===== config.mk =====
export PLATFORM = sky130hd
export DESIGN_NAME = cmrt_keytab
export DESIGN_NICKNAME = d
export VERILOG_FILES = /design/src/rtl/colormap_refcount_tracker_macros.svh /design/src/rtl/cmrt_pkg.sv /design/src/rtl/cmrt_keytab.sv
export SDC_FILE = /design/constraint.sdc
export NUM_CORES = 1
export LEC_CHECK = 0
export BUFFER_PORTS_ARGS = -buffer_cell sky130_fd_sc_hd__buf_4
export CAP_MARGIN = 30
export CORE_MARGIN = 3
export CORE_UTILIZATION = 40
export DETAILED_ROUTE_END_ITERATION = 16
export PLACE_DENSITY = 0.6
export SLEW_MARGIN = 15
export SYNTH_ARGS = -nofsm -noshare
export SYNTH_HDL_FRONTEND = slang
export SYNTH_SLANG_ARGS = --single-unit
export TNS_END_PERCENT = 10

===== constraint.sdc =====
create_clock -name i_clk -period 4.8 [get_ports i_clk]
set_clock_uncertainty 0.15 [all_clocks]
set_input_delay 0.96 -clock i_clk [delete_from_list [all_inputs] [get_ports i_clk]]
set_output_delay 0.96 -clock i_clk [all_outputs]
set_load 0.01 [all_outputs]

===== src/rtl/colormap_refcount_tracker_macros.svh =====
// assertion macros for the colormap reference count tracker
`ifndef COLORMAP_REFCOUNT_TRACKER_MACROS_SVH
`define COLORMAP_REFCOUNT_TRACKER_MACROS_SVH
`ifndef SYNTHESIS
`define CMRT_ASSERT_SAME(lbl, clk, rst_n, ante, cons, msg) \
    lbl: assert property (@(posedge clk) disable iff (!rst_n) (ante) |-> (cons)) \
        else $error(msg);
`define CMRT_ASSERT_NEXT(lbl, clk, rst_n, ante, cons, msg) \
    lbl: assert property (@(posedge clk) disable iff (!rst_n) (ante) |=> (cons)) \
        else $error(msg);
`else
`define CMRT_ASSERT_SAME(lbl, clk, rst_n, ante, cons, msg)
`define CMRT_ASSERT_NEXT(lbl, clk, rst_n, ante, cons, msg)
`endif
`endif


===== src/rtl/cmrt_pkg.sv =====
// types and constants shared by the colormap reference count tracker
`default_nettype none
package cmrt_pkg;

    localparam int PIX_BITS = 8;
    localparam int ENTRIES  = 256;

    localparam logic MODE_ALLOC = 1'b0;
    localparam logic MODE_FREE  = 1'b1;

    localparam logic [1:0] ST_TRACKED   = 2'd0;
    localparam logic [1:0] ST_UNTRACKED = 2'd1;
    localparam logic [1:0] ST_NO_MAP    = 2'd2;
    localparam logic [1:0] ST_FULL      = 2'd3;

    typedef struct packed {
        logic        mode;
        logic [31:0] map_key;
        logic [23:0] pixel_value;
        logic        last_of_batch;
    } t_in_item;

    typedef struct packed {
        logic [1:0]  status;
        logic        release_color;
        logic [2:0]  map_slot;
        logic [15:0] count_after;
    } t_out_item;

    typedef struct packed {
        logic create;
        logic trk_off;
    } t_keytab_cmd;

    typedef struct packed {
        logic found;
        logic tracking;
        logic full;
    } t_look_flags;

endpackage
`default_nettype wire


===== src/rtl/cmrt_keytab.sv =====
// key table: slot keys, tracking enables and slot fill count with lookup
`default_nettype none
module cmrt_keytab import cmrt_pkg::*; #(
    parameter int MAX_MAPS = 8,
    parameter int SLOT_W   = 3,
    parameter int USED_W   = 4
) (
    input  wire logic              i_clk,
    input  wire logic              i_rst_n,
    input  wire logic [31:0]       i_key,
    input  wire t_keytab_cmd       i_cmd,
    output t_look_flags            o_flags,
    output logic [SLOT_W-1:0]      o_slot,
    output logic [SLOT_W-1:0]      o_new_slot
);

    logic [31:0]       r_keys [MAX_MAPS];
    logic [MAX_MAPS-1:0] r_track;
    logic [USED_W-1:0] r_used;

    logic              lk_found;
    logic [SLOT_W-1:0] lk_slot;

    // lowest matching slot wins
    always_comb begin
        lk_found = 1'b0;
        lk_slot  = '0;
        for (int i = MAX_MAPS - 1; i >= 0; i--) begin
            if ((USED_W'(i) < r_used) && (r_keys[i] == i_key)) begin
                lk_found = 1'b1;
                lk_slot  = SLOT_W'(i);
            end
        end
    end

    assign o_slot         = lk_slot;
    assign o_new_slot     = r_used[SLOT_W-1:0];
    assign o_flags.found    = lk_found;
    assign o_flags.tracking = r_track[lk_slot];
    assign o_flags.full     = (r_used == USED_W'(MAX_MAPS));

    always_ff @(posedge i_clk) begin
        if (i_cmd.create) begin
            r_keys[r_used[SLOT_W-1:0]] <= i_key;
        end
    end

    always_ff @(posedge i_clk) begin
        if (!i_rst_n) begin
            r_track <= '0;
            r_used  <= '0;
        end else begin
            if (i_cmd.create) begin
                r_track[r_used[SLOT_W-1:0]] <= 1'b1;
                r_used                      <= r_used + USED_W'(1);
            end
            if (i_cmd.trk_off) begin
                r_track[lk_slot] <= 1'b0;
            end
        end
    end

endmodule
`default_nettype wire


==> reports/qor.csv <==
metric,value,unit
cp_slowest_cell,or4_4,
syn_to_final_growth,21.25,%
grt_max_degree,34,
vias,7291,
critPathKind,input port to output pin,
crit_chain,buf_4 -> xor2_2 -> or4_4 -> or4b_4 -> nor4_4 -> nor3b_2 -> a221oi_4 -> buf_6 -> mux2i_2 -> a2bb2oi_2 -> nand3_2 -> buf_6,
cts_max_path_buffers,3,
synth_async_sr_flop_share,0,%
synth_fp_nets,871,
antenna_found_initial,0,
io_buffers,44,
fin_area,0.01454,mm²
routed_wl,32270,µm
ys.warnings.count,0,
cts_htree_levels,1,
die_height,179.2,µm
grt_usage,20.41,%
numCtsBuffers,29,
layout_setup_ws,-0.06698,ns
cts.clk_slew.worst_paths,0.06,ns
yosys.area.top_type,edfxtp_1,
drtIter0Drc,559,
insertion_delay,0.56,ns
cts_root_buffer,clkbuf_16,
layout.nets,1006,
path_max_fanout,5,
postCtsHoldBufs,0,
synthTopCellsByArea,"edfxtp_1 (64%), xnor2_1 (10%), xor2_1 (8.9%)",
wl_met2,14770,µm
fmax,0.2055,GHz
finalMaxSlewViolations,0,
cp_slowest_stage_delay,0.57,ns
crit_arrival,3.76,ns
post_cts.repair.setup_buffers,0,
worstHoldPathType,flop to flop,
placed_area,0.01353,mm²
dieArea,0.03210,mm²
rsz0062_at_grt,yes,
cp-start-kind,input port,
wl_per_cell,23.48,µm
instances_no_fill,1374,
antennaDiodeCount,0,
via_per_inst,5.306,
p_per_area,360.2,mW/mm²
p_leak,0.004850,µW
worstMarginPinSlew,0.7872,ns
worst_setup_path_end_kind,output pin,
drive_above_1_share,21.52,%
avgSynthCellArea,14.42,µm²
highest-signal-layer,met4,
crit_top_cell,buf_6,
cts.sinks,268,
maxCapViolCount,0,
wl_met3,1628,µm
grt_pass1_vias,7183,
ys_seq_area_share,66.09,%
dp_cells,1320,
finalCritPeriodShare,101.4,%
fillers,2535,
synth_edf_count,256,
pin_count,45,
yosys_register_bits,268,
power,5239,µW
synth_common_cells,"edfxtp_1 (256), xnor2_1 (139), xor2_1 (122)",
slew-limit-headroom,47.40,%
grt_overflow,0,
hold_viol_final,0,
synth.distinct_cells,46,
violations,negative setup slack,
ant_nets,0,
wl_met1,14530,µm
ys.flop_type,edfxtp_1,
netlist_instances,832,
dp_hpwl,23260,µm
drc_errors,0,
outcome,"finished, violations left",
firstDrtPassIters,6,
initial_utilization,41.23,%
routabilityCongestion,0.8731,
whs,0.3999,ns
core,0.02909,mm²
crit_required,3.69,ns
ir_worst_vdd,0.3397,mV
grt_pass1_wl,47060,µm
synthesis.area,0.01200,mm²
fp.dieW,179.2,µm
min_period,4.867,ns
yosysMostFrequentCell,edfxtp_1,
cts_tree,yes,
setup_viol,1,
synth_top_cell_area_share,64.09,%
num_rows,62,
==> worst paths after layout <==
kind / startpoint / end / slack, ns / cells after the start
min: r_track[6]$_SDFF_PN0_ / r_track[6]$_SDFF_PN0_ / 0.40 / 2
max: i_key[19] / o_flags[1] / -0.07 / 12
max reg2reg: r_keys[2][19]$_DFFE_PP_ / r_track[0]$_SDFF_PN0_ / 1.65 / 9
min reg2reg: r_track[6]$_SDFF_PN0_ / r_track[6]$_SDFF_PN0_ / 0.40 / 2
==> what timing repair did <==
item	CTS	global route
setup endpoints to repair	1	1
pin swaps	8	0
resized for setup	15	5
==> cell usage in the layout (no fill, tap or decap), drive strengths merged, types with 3 or more instances in the layout <==
cell type and n:
inv 5, and2 3, mux2 3, edfxtp 256, nor3 12, or3 3
nor2 30, a21oi 11, dfxtp 12, nand4b 7, nor4b 8, o21ai 10
ha 3, nor4 47, nand2b 3, or4 6, bufinv 3, nand3 8
nand4 52, xnor2 139, buf 144, a31oi 3, clkinv 13, clkbuf 36
xor2 122, nand2 27
==> cells by family after synthesis <==
family,synth area share (%)
xor+xnor,19.06
fa+ha+maj,0.3130
flops,66.09
mux,0.4485
simple gates,10.83
buf+inv,1.617
compound gates,1.648
==> per-stage QoR <==
stage | utilization, % | TNS, ns | setup WS, ns
after floorplan | - | 0 | 0.06013
after global placement | 46.19 | -0.3214 | -0.3214
after detailed placement | 46.52 | -0.3575 | -0.3575
after CTS | 49.91 | -0.04584 | -0.04584
after global routing | 50.00 | -0.1473 | -0.1473
final | 50.00 | -0.06698 | -0.06698
==> state kept, by name (all words and copies together), names as in the netlist <==
name and cells:
r_track 8, r_keys 256, r_used 4
==> area by class of cell <==
| class | instances | area [µm²] | area share [%] |
|---|---|---|---|
| clock buffers | 36 | 752.0 | 5.170 |
| clock inverters | 18 | 162.7 | 1.118 |
| inverters | 3 | 11.26 | 0.07743 |
| multi-input cells | 521 | 4019 | 27.63 |
| flip-flops and latches | 268 | 7928 | 54.51 |
| well taps | 384 | 480.5 | 3.304 |
| repair buffers | 144 | 1191 | 8.190 |
==> per-layer routing <==
layer  vias up  track usage [%]
li1       3353                -
met1      3643            29.00
met2       228            31.73
met3        67            2.922
met4         0            8.086
met5         -                0
==> critical path: cells and delay by family <==
kind	cells	cell delay (ns)
AND/OR/NAND/NOR	5	1.54
AO/OA/AOI/OAI	2	0.46
buffers and inverters	3	0.43
multiplexers	1	0.21
XOR/XNOR	1	0.16
==> power by group <==
| group | leakage [µW] | internal (µW) | switching, µW |
|---|---|---|---|
| Sequential | 0.00242 | 2610 | 19.5 |
| Clock | 0.000449 | 1270 | 908 |
| Combinational | 0.00198 | 169 | 264 |
Note: power is estimated with default switching activity, not from simulation.
